==> src/hw/rtl/gjsc_pkg.sv <==
// constants and status codes of the glb / json structure check
package gjsc_pkg;

    localparam int DEPTH_BITS = 16;
    localparam logic [DEPTH_BITS-1:0] DEPTH_MAX = {DEPTH_BITS{1'b1}};

    localparam logic [31:0] GLB_MAGIC     = 32'h46546C67;
    localparam logic [31:0] GLB_JSON_TYPE = 32'h4E4F534A;
    localparam logic [31:0] GLB_VERSION   = 32'd2;
    localparam logic [31:0] GLB_MIN_BYTES = 32'd20;

    localparam logic [3:0] ST_OK           = 4'd0;
    localparam logic [3:0] ST_GLB_SHORT    = 4'd1;
    localparam logic [3:0] ST_BAD_VERSION  = 4'd2;
    localparam logic [3:0] ST_LEN_MISMATCH = 4'd3;
    localparam logic [3:0] ST_NOT_JSON_CHK = 4'd4;
    localparam logic [3:0] ST_BAD_CHUNK    = 4'd5;
    localparam logic [3:0] ST_NOT_OBJ      = 4'd6;
    localparam logic [3:0] ST_EARLY_CLOSE  = 4'd7;
    localparam logic [3:0] ST_UNTERM       = 4'd8;
    localparam logic [3:0] ST_OVERFLOW     = 4'd9;

    localparam logic [1:0] JE_NONE        = 2'd0;
    localparam logic [1:0] JE_NOT_OBJ     = 2'd1;
    localparam logic [1:0] JE_EARLY_CLOSE = 2'd2;
    localparam logic [1:0] JE_DEPTH_OVF   = 2'd3;

    localparam logic [7:0] CH_SPACE  = 8'h20;
    localparam logic [7:0] CH_LF     = 8'h0A;
    localparam logic [7:0] CH_TAB    = 8'h09;
    localparam logic [7:0] CH_CR     = 8'h0D;
    localparam logic [7:0] CH_LBRACE = 8'h7B;
    localparam logic [7:0] CH_LBRACK = 8'h5B;
    localparam logic [7:0] CH_RBRACE = 8'h7D;
    localparam logic [7:0] CH_RBRACK = 8'h5D;
    localparam logic [7:0] CH_QUOTE  = 8'h22;
    localparam logic [7:0] CH_BSLASH = 8'h5C;

endpackage

==> src/hw/rtl/glb_json_structure_check.sv <==
// glb / json payload structure check, one byte per beat
//
// Input channel: i_valid, i_data_byte, i_last_byte, with o_stall back to the
// sender. A beat is taken at a rising edge with i_valid high and o_stall low.
// Output channel: o_valid and the result fields, with i_stall from the
// receiver. One result beat follows the beat that carries i_last_byte; other
// beats give no result.
// Throughput: one byte per cycle while o_stall is low. Every byte updates the
// header words, the bracket depth and the byte counter when it is taken.
// The result is loaded into the output register at the edge that takes the
// last byte.
// While the receiver stalls, the result holds; further bytes are still taken
// until a new final byte needs the output register, then o_stall rises.
// Reset (i_rst_n low at a clock edge) clears the payload state and drops
// o_valid; the block is ready in the next cycle. After each final byte the
// state returns to its reset values for the next payload.
module glb_json_structure_check (
    input  logic        i_clk,
    input  logic        i_rst_n,
    input  logic        i_valid,
    output logic        o_stall,
    input  logic [7:0]  i_data_byte,
    input  logic        i_last_byte,
    output logic        o_valid,
    input  logic        i_stall,
    output logic        o_payload_ok,
    output logic        o_payload_kind,
    output logic [3:0]  o_status_code,
    output logic [31:0] o_total_bytes,
    output logic [31:0] o_chunk_length
);
    import gjsc_pkg::*;

    logic [31:0]           r_count,     n_count;
    logic                  r_ovf,       n_ovf;
    logic                  r_prefix,    n_prefix;
    logic [31:0]           r_version,   n_version;
    logic [31:0]           r_decl_len,  n_decl_len;
    logic [31:0]           r_chunk_len, n_chunk_len;
    logic [31:0]           r_chunk_typ, n_chunk_typ;
    logic [DEPTH_BITS-1:0] r_depth,     n_depth;
    logic                  r_in_str,    n_in_str;
    logic                  r_escape,    n_escape;
    logic                  r_started,   n_started;
    logic [1:0]            r_jerr,      n_jerr;

    logic                  r_out_valid, n_out_valid;
    logic                  r_out_ok;
    logic                  r_out_kind;
    logic [3:0]            r_out_status;
    logic [31:0]           r_out_total;
    logic [31:0]           r_out_chunk;

    logic                  accept;
    logic                  is_ws, is_open, is_close;
    logic [1:0]            lane;
    logic                  glb;
    logic [3:0]            status;
    logic [32:0]           chunk_end;

    // only a final byte needs the output register
    assign o_stall = r_out_valid & i_stall & i_last_byte;
    assign accept  = i_valid & ~o_stall;
    assign lane    = r_count[1:0];

    assign is_ws    = (i_data_byte == CH_SPACE) || (i_data_byte == CH_LF) ||
                      (i_data_byte == CH_TAB)   || (i_data_byte == CH_CR);
    assign is_open  = (i_data_byte == CH_LBRACE) || (i_data_byte == CH_LBRACK);
    assign is_close = (i_data_byte == CH_RBRACE) || (i_data_byte == CH_RBRACK);

    // per-byte update of header words, counter and bracket tracker
    always_comb begin
        n_count     = r_count;
        n_ovf       = r_ovf;
        n_prefix    = r_prefix;
        n_version   = r_version;
        n_decl_len  = r_decl_len;
        n_chunk_len = r_chunk_len;
        n_chunk_typ = r_chunk_typ;
        n_depth     = r_depth;
        n_in_str    = r_in_str;
        n_escape    = r_escape;
        n_started   = r_started;
        n_jerr      = r_jerr;

        // header bytes sit in the first twenty positions
        if (r_count[31:5] == 27'd0) begin
            unique case (r_count[4:2])
                3'd0: begin
                    if (i_data_byte != GLB_MAGIC[8*lane +: 8]) begin
                        n_prefix = 1'b0;
                    end
                end
                3'd1: n_version[8*lane +: 8]   = i_data_byte;
                3'd2: n_decl_len[8*lane +: 8]  = i_data_byte;
                3'd3: n_chunk_len[8*lane +: 8] = i_data_byte;
                3'd4: n_chunk_typ[8*lane +: 8] = i_data_byte;
                default: ;
            endcase
        end

        if (r_jerr == JE_NONE) begin
            if (!r_started) begin
                if (is_open) begin
                    n_started = 1'b1;
                    n_depth   = DEPTH_BITS'(1);
                end else if (!is_ws) begin
                    n_jerr = JE_NOT_OBJ;
                end
            end else if (r_in_str) begin
                priority if (r_escape) begin
                    n_escape = 1'b0;
                end else if (i_data_byte == CH_BSLASH) begin
                    n_escape = 1'b1;
                end else if (i_data_byte == CH_QUOTE) begin
                    n_in_str = 1'b0;
                end else begin
                    n_in_str = r_in_str;
                end
            end else begin
                priority if (i_data_byte == CH_QUOTE) begin
                    n_in_str = 1'b1;
                end else if (is_open) begin
                    if (r_depth == DEPTH_MAX) begin
                        n_jerr = JE_DEPTH_OVF;
                    end else begin
                        n_depth = r_depth + DEPTH_BITS'(1);
                    end
                end else if (is_close) begin
                    if (r_depth == '0) begin
                        n_jerr = JE_EARLY_CLOSE;
                    end else begin
                        n_depth = r_depth - DEPTH_BITS'(1);
                    end
                end else begin
                    n_depth = r_depth;
                end
            end
        end

        if (r_count == 32'hFFFF_FFFF) begin
            n_ovf = 1'b1;
        end else begin
            n_count = r_count + 32'd1;
        end
    end

    // verdict from the state after this byte
    assign glb       = n_prefix && (n_count >= 32'd4);
    assign chunk_end = {1'b0, n_chunk_len} + {1'b0, GLB_MIN_BYTES};

    always_comb begin
        priority if (n_ovf) begin
            status = ST_OVERFLOW;
        end else if (glb) begin
            priority if (n_count < GLB_MIN_BYTES) begin
                status = ST_GLB_SHORT;
            end else if (n_version != GLB_VERSION) begin
                status = ST_BAD_VERSION;
            end else if (n_decl_len != n_count) begin
                status = ST_LEN_MISMATCH;
            end else if (n_chunk_typ != GLB_JSON_TYPE) begin
                status = ST_NOT_JSON_CHK;
            end else if ((n_chunk_len == 32'd0) || (chunk_end > {1'b0, n_count})) begin
                status = ST_BAD_CHUNK;
            end else begin
                status = ST_OK;
            end
        end else begin
            priority if ((n_jerr == JE_NOT_OBJ) || !n_started) begin
                status = ST_NOT_OBJ;
            end else if (n_jerr == JE_EARLY_CLOSE) begin
                status = ST_EARLY_CLOSE;
            end else if (n_jerr == JE_DEPTH_OVF) begin
                status = ST_OVERFLOW;
            end else if ((n_depth != '0) || n_in_str) begin
                status = ST_UNTERM;
            end else begin
                status = ST_OK;
            end
        end
    end

    always_comb begin
        n_out_valid = r_out_valid & i_stall;
        if (accept && i_last_byte) begin
            n_out_valid = 1'b1;
        end
    end

    always_ff @(posedge i_clk) begin
        if (!i_rst_n || (accept && i_last_byte)) begin
            r_count     <= '0;
            r_ovf       <= 1'b0;
            r_prefix    <= 1'b1;
            r_version   <= '0;
            r_decl_len  <= '0;
            r_chunk_len <= '0;
            r_chunk_typ <= '0;
            r_depth     <= '0;
            r_in_str    <= 1'b0;
            r_escape    <= 1'b0;
            r_started   <= 1'b0;
            r_jerr      <= JE_NONE;
        end else if (accept) begin
            r_count     <= n_count;
            r_ovf       <= n_ovf;
            r_prefix    <= n_prefix;
            r_version   <= n_version;
            r_decl_len  <= n_decl_len;
            r_chunk_len <= n_chunk_len;
            r_chunk_typ <= n_chunk_typ;
            r_depth     <= n_depth;
            r_in_str    <= n_in_str;
            r_escape    <= n_escape;
            r_started   <= n_started;
            r_jerr      <= n_jerr;
        end
    end

    always_ff @(posedge i_clk) begin
        if (!i_rst_n) begin
            r_out_valid <= 1'b0;
        end else begin
            r_out_valid <= n_out_valid;
        end
    end

    // result payload, loaded only by a final byte
    always_ff @(posedge i_clk) begin
        if (accept && i_last_byte) begin
            r_out_ok     <= (status == ST_OK);
            r_out_kind   <= glb;
            r_out_status <= status;
            r_out_total  <= n_count;
            r_out_chunk  <= glb ? n_chunk_len : 32'd0;
        end
    end

    assign o_valid        = r_out_valid;
    assign o_payload_ok   = r_out_ok;
    assign o_payload_kind = r_out_kind;
    assign o_status_code  = r_out_status;
    assign o_total_bytes  = r_out_total;
    assign o_chunk_length = r_out_chunk;

endmodule

==> config.mk <==
export PLATFORM = sky130hd
export DESIGN_NAME = glb_json_structure_check
export DESIGN_NICKNAME = d
export VERILOG_FILES = /design/src/hw/rtl/gjsc_pkg.sv /design/src/hw/rtl/glb_json_structure_check.sv
export SDC_FILE = /design/constraint.sdc
export NUM_CORES = 1
export LEC_CHECK = 0
export ABC_AREA = 0
export BUFFER_PORTS_ARGS = -buffer_cell sky130_fd_sc_hd__buf_2
export CAP_MARGIN = 25
export CORE_MARGIN = 2
export CORE_UTILIZATION = 55
export DETAILED_ROUTE_END_ITERATION = 10
export PLACE_DENSITY = 0.8
export SLEW_MARGIN = 20
export SYNTH_ARGS = -nofsm -noshare
export SYNTH_HDL_FRONTEND = slang
export SYNTH_SLANG_ARGS = --single-unit
==> constraint.sdc <==
create_clock -name i_clk -period 17.5 [get_ports i_clk]
set_input_delay 2.625 -clock i_clk [delete_from_list [all_inputs] [get_ports i_clk]]
set_output_delay 2.625 -clock i_clk [all_outputs]
set_load 0.005 [all_outputs]
==> metrics.md <==
| Metric | Value |
|---|---|
| Delay-heaviest family, CP | simple AND/OR/NAND/NOR gates |
| Static Leak | 6.10 nW |
| CP most frequent cell | nand3_1 |
| CP bufs+invs | 3 |
| Clk slew on worst S/H paths | 0.06 ns |
| Nets | 2,071 |
| Critical R2R Capture | o_status_code[0]$_DFFE_PP_ |
| Pwr Total | 1.38 mW |
| Pwr Density | 78.6 nW/um^2 |
| WHS Path Cells | 2 |
| Hold_buf cts | 0 |
| GR Overflow Total | 0 |
| Critical Path Source Type | input pin |
| Total CTS buffers | 28 |
| WL per Instance | 21.4 um |
| Area contributors post-synth | dfxtp_1 (23%), edfxtp_1 (13%), nand2_1 (6.3%) |
| Die height | 174 um |
| Outcome | complete, no violations |
| FF-to-FF path depth | 23 |
| RSZ-0062 raised after global routing | false |
| Gpl congestion | 1.02 |
| DRC viols | 0 |
| Worst reg2reg startpoint | r_count[1]$_SDFFE_PP0P_ |
| Clk sinks | 254 |
| Io pins | 85 |
| Hold Path Sink | r_version[28]$_SDFFE_PP0P_ |
| Skew final | 0.0192 ns |
| Period utilisation layout | 45.9% |
| Worst path max stage delay | 0.84 ns |
| PostCTS Resize Cnt | 0 |
| Filler Cell Count | 2,631 |
| Full die area | 30,300 um^2 |
| Synth Net Count | 2,067 |
| Asr flop ratio synth | 0% |
| Worst R2R Setup Slack | 10.28 ns |
| Initial antenna violation count | 0 |
| FP Rows | 62 |
| Input/output buffers | 84 |
| Drt via density | 6.48 |
| FF+latch count, synth | 254 |
| CP max FO | 13 |
| Post-synth EDFFs | 70 |
| Cell Area, Synth | 15,900 um^2 |
| Setup_tns | 0 ns |
| Synth Flop Type | dfxtp_1 |
| Setup violators final | 0 |
| Seq/Total Area, Yosys | 36.4% |
| Worst hold margin | 0.452 ns |
| Post-synth cell types | 79 |
| Slew headroom | 29.0% |
| Postcts setup bufs | 0 |
| Reg area | 5790 um^2 |
| Syn Area/Cell | 7.92 um^2 |
| Maximum clock insertion buffer count | 3 |
| Yosys warning total | 0 |
| Crit end category | flop |
| Initial Utilization | 55.7% |
| FMAX | 124 MHz |
| Critical path's slowest cell | nor3b_1 |
| Synth cell count leaders | nand2_1 (265), nor2_1 (211), dfxtp_1 (184) |
| Hpwl dp | 37,600 um |
| Count leader, synth | nand2_1 |
| Max-Cap Viols | 0 |
| Die X | 174 um |
| Worst EP arrival | 8.33 ns |
| Worst Max-Slew Pin Slew | 1.04 ns |
| Hold Path Origin | r_version[28]$_SDFFE_PP0P_ |
| Via count | 15,700 |
| ANT nets after route | 0 |
| H-tree depth | 1 |
| Post-synth top area share | 23.2% |
| Hold Vio Cnt, Final | 0 |
| Starting DRT DRC Count | 2,289 |
| Root cell of the clock tree | clkbuf_16 |
| Total length of routed wires | 51,800 um |
| CTS tree | built |
| Dominant cell type by area after synthesis | dfxtp_1 |
| Peak supply drop | 0.0000671 V |
| Shortest period the worst path allows | 8.04 ns |
| Antenna diodes | 0 |
| Setup Crit Path Kind | input pin to flop |
| Total Routing Usage GR | 33.6% |
| Largest net degree at the start of global routing | 101 |
| Vias in the first global route | 14,300 |
| Slew Viols, Final | 0 |
| First-pass GRT wire length | 81,200 um |
| First-pass DRT Iterations | 6 |
| Share of layout cells above drive strength 1 | 10.1% |
| Multi-input logic area | 9330 um^2 |
| CP Data Required Time | 17.79 ns |
| Core box area | 28,500 um^2 |
| Worst Hold Class | flop to flop |
| Syn-to-layout area delta | 10.1% |
| Clock latency on the worst-skew pair | 0.56 ns |
| Synth Instances | 2,008 |
==> stage by stage <==
step	setup WS, ns	area (um^2)	cells	utilization, %
3_5_place_dp	9.16	16500	2364	57.9
6_report	9.46	17500	2418	61.3
4_1_cts	9.74	17500	2416	61.2
5_1_grt	9.18	17500	2418	61.3
3_3_place_gp	9.33	16500	2363	57.8
2_1_floorplan	10.59	15900	2008	-
==> power breakdown <==
| part | switching, mW | total (mW) | internal [mW] |
|---|---|---|---|
| sequential | 0.00901 | 0.625 | 0.616 |
| clock | 0.250 | 0.611 | 0.361 |
| combinational | 0.0986 | 0.140 | 0.0417 |
==> logic make-up after synthesis <==
family                     count (synthesis)  synth area share [%]
buffers and inverters                    209                  5.05
AOI/OAI and AO/OA                        406                  16.1
and+or+nand+nor                          927                  29.2
xor gates and xnor gates                 105                  5.78
adders and majority gates                 46                  3.62
muxes                                     61                  3.90
DFF                                      254                  36.4
==> metal layers <==
metal  part of all wire [%]  wire length [um]  GRT usage (%)  vias to the layer above
met5                      0                 0              0                        -
met4                    5.2              2710           14.7                        0
met3                     11              5710           6.06                      188
met2                     43             22500           52.7                      947
met1                     40             20900           45.5                     7297
li1                       -                 -              -                     7234
==> registers in the layout, summed over array words and instances (netlist names), 2 cells and up <==
signal	flops
o_chunk_length	32
o_total_bytes	32
r_chunk_len	32
r_chunk_typ	32
r_count	32
r_decl_len	32
r_version	32
r_depth	16
o_status_code	4
r_jerr	2
==> layout by cell type, fill, tap and decap left out, types with 56 or more instances in the layout <==
cell      instances
nor2_1          211
buf_2            85
o21ai_0          58
inv_1            57
xnor2_1          69
dfxtp_1         184
nor3_1           61
a21oi_1         167
nand3_1          91
nand4_1          56
edfxtp_1         70
nand2_1         264
==> area by class of cell <==
class                           instances  share of cell area [%]
Clock buffer                           34                    4.25
Timing Repair Buffer                  124                    4.20
Sequential cell                       254                    33.1
Multi-Input combinational cell       1545                    53.3
Clock inverter                         18                    1.14
Tap cell                              384                    2.75
Inverter                               59                    1.27
==> how the worst max path moves through the flow <==
stage,slack [ns],cells past startpoint,to,from
global placement,9.33,24,o_status_code[0]$_DFFE_PP_,i_data_byte[3]
floorplan,10.59,21,o_status_code[0]$_DFFE_PP_,i_data_byte[6]
CTS,9.74,25,o_status_code[0]$_DFFE_PP_,i_data_byte[3]
detailed placement,9.16,25,o_status_code[0]$_DFFE_PP_,i_data_byte[3]
global route,9.18,25,o_status_code[0]$_DFFE_PP_,i_data_byte[3]
finish,9.46,25,o_status_code[0]$_DFFE_PP_,i_data_byte[3]
==> worst register-to-register path: stages, from the launching register on <==
cell and delay (ns):
dfxtp_1 0.62, inv_1 0.22, ha_1 0.68, nor4bb_1 0.57, and2_1 0.55, nand4_1 0.16
mux2_2 0.34, a21o_1 0.21, nor4_1 0.74, nand3_1 0.18, xnor2_1 0.16, nand2_1 0.06
o21ai_0 0.10, ha_1 0.30, and4_1 0.18, nand3_1 0.13, nor3_1 0.25, nand4_1 0.12
o21ai_0 0.09, a31oi_1 0.06, a31oi_1 0.41, a2111oi_0 0.20, o211a_1 0.28, or3_1 0.33
Power figures use the tool's default switching activity.
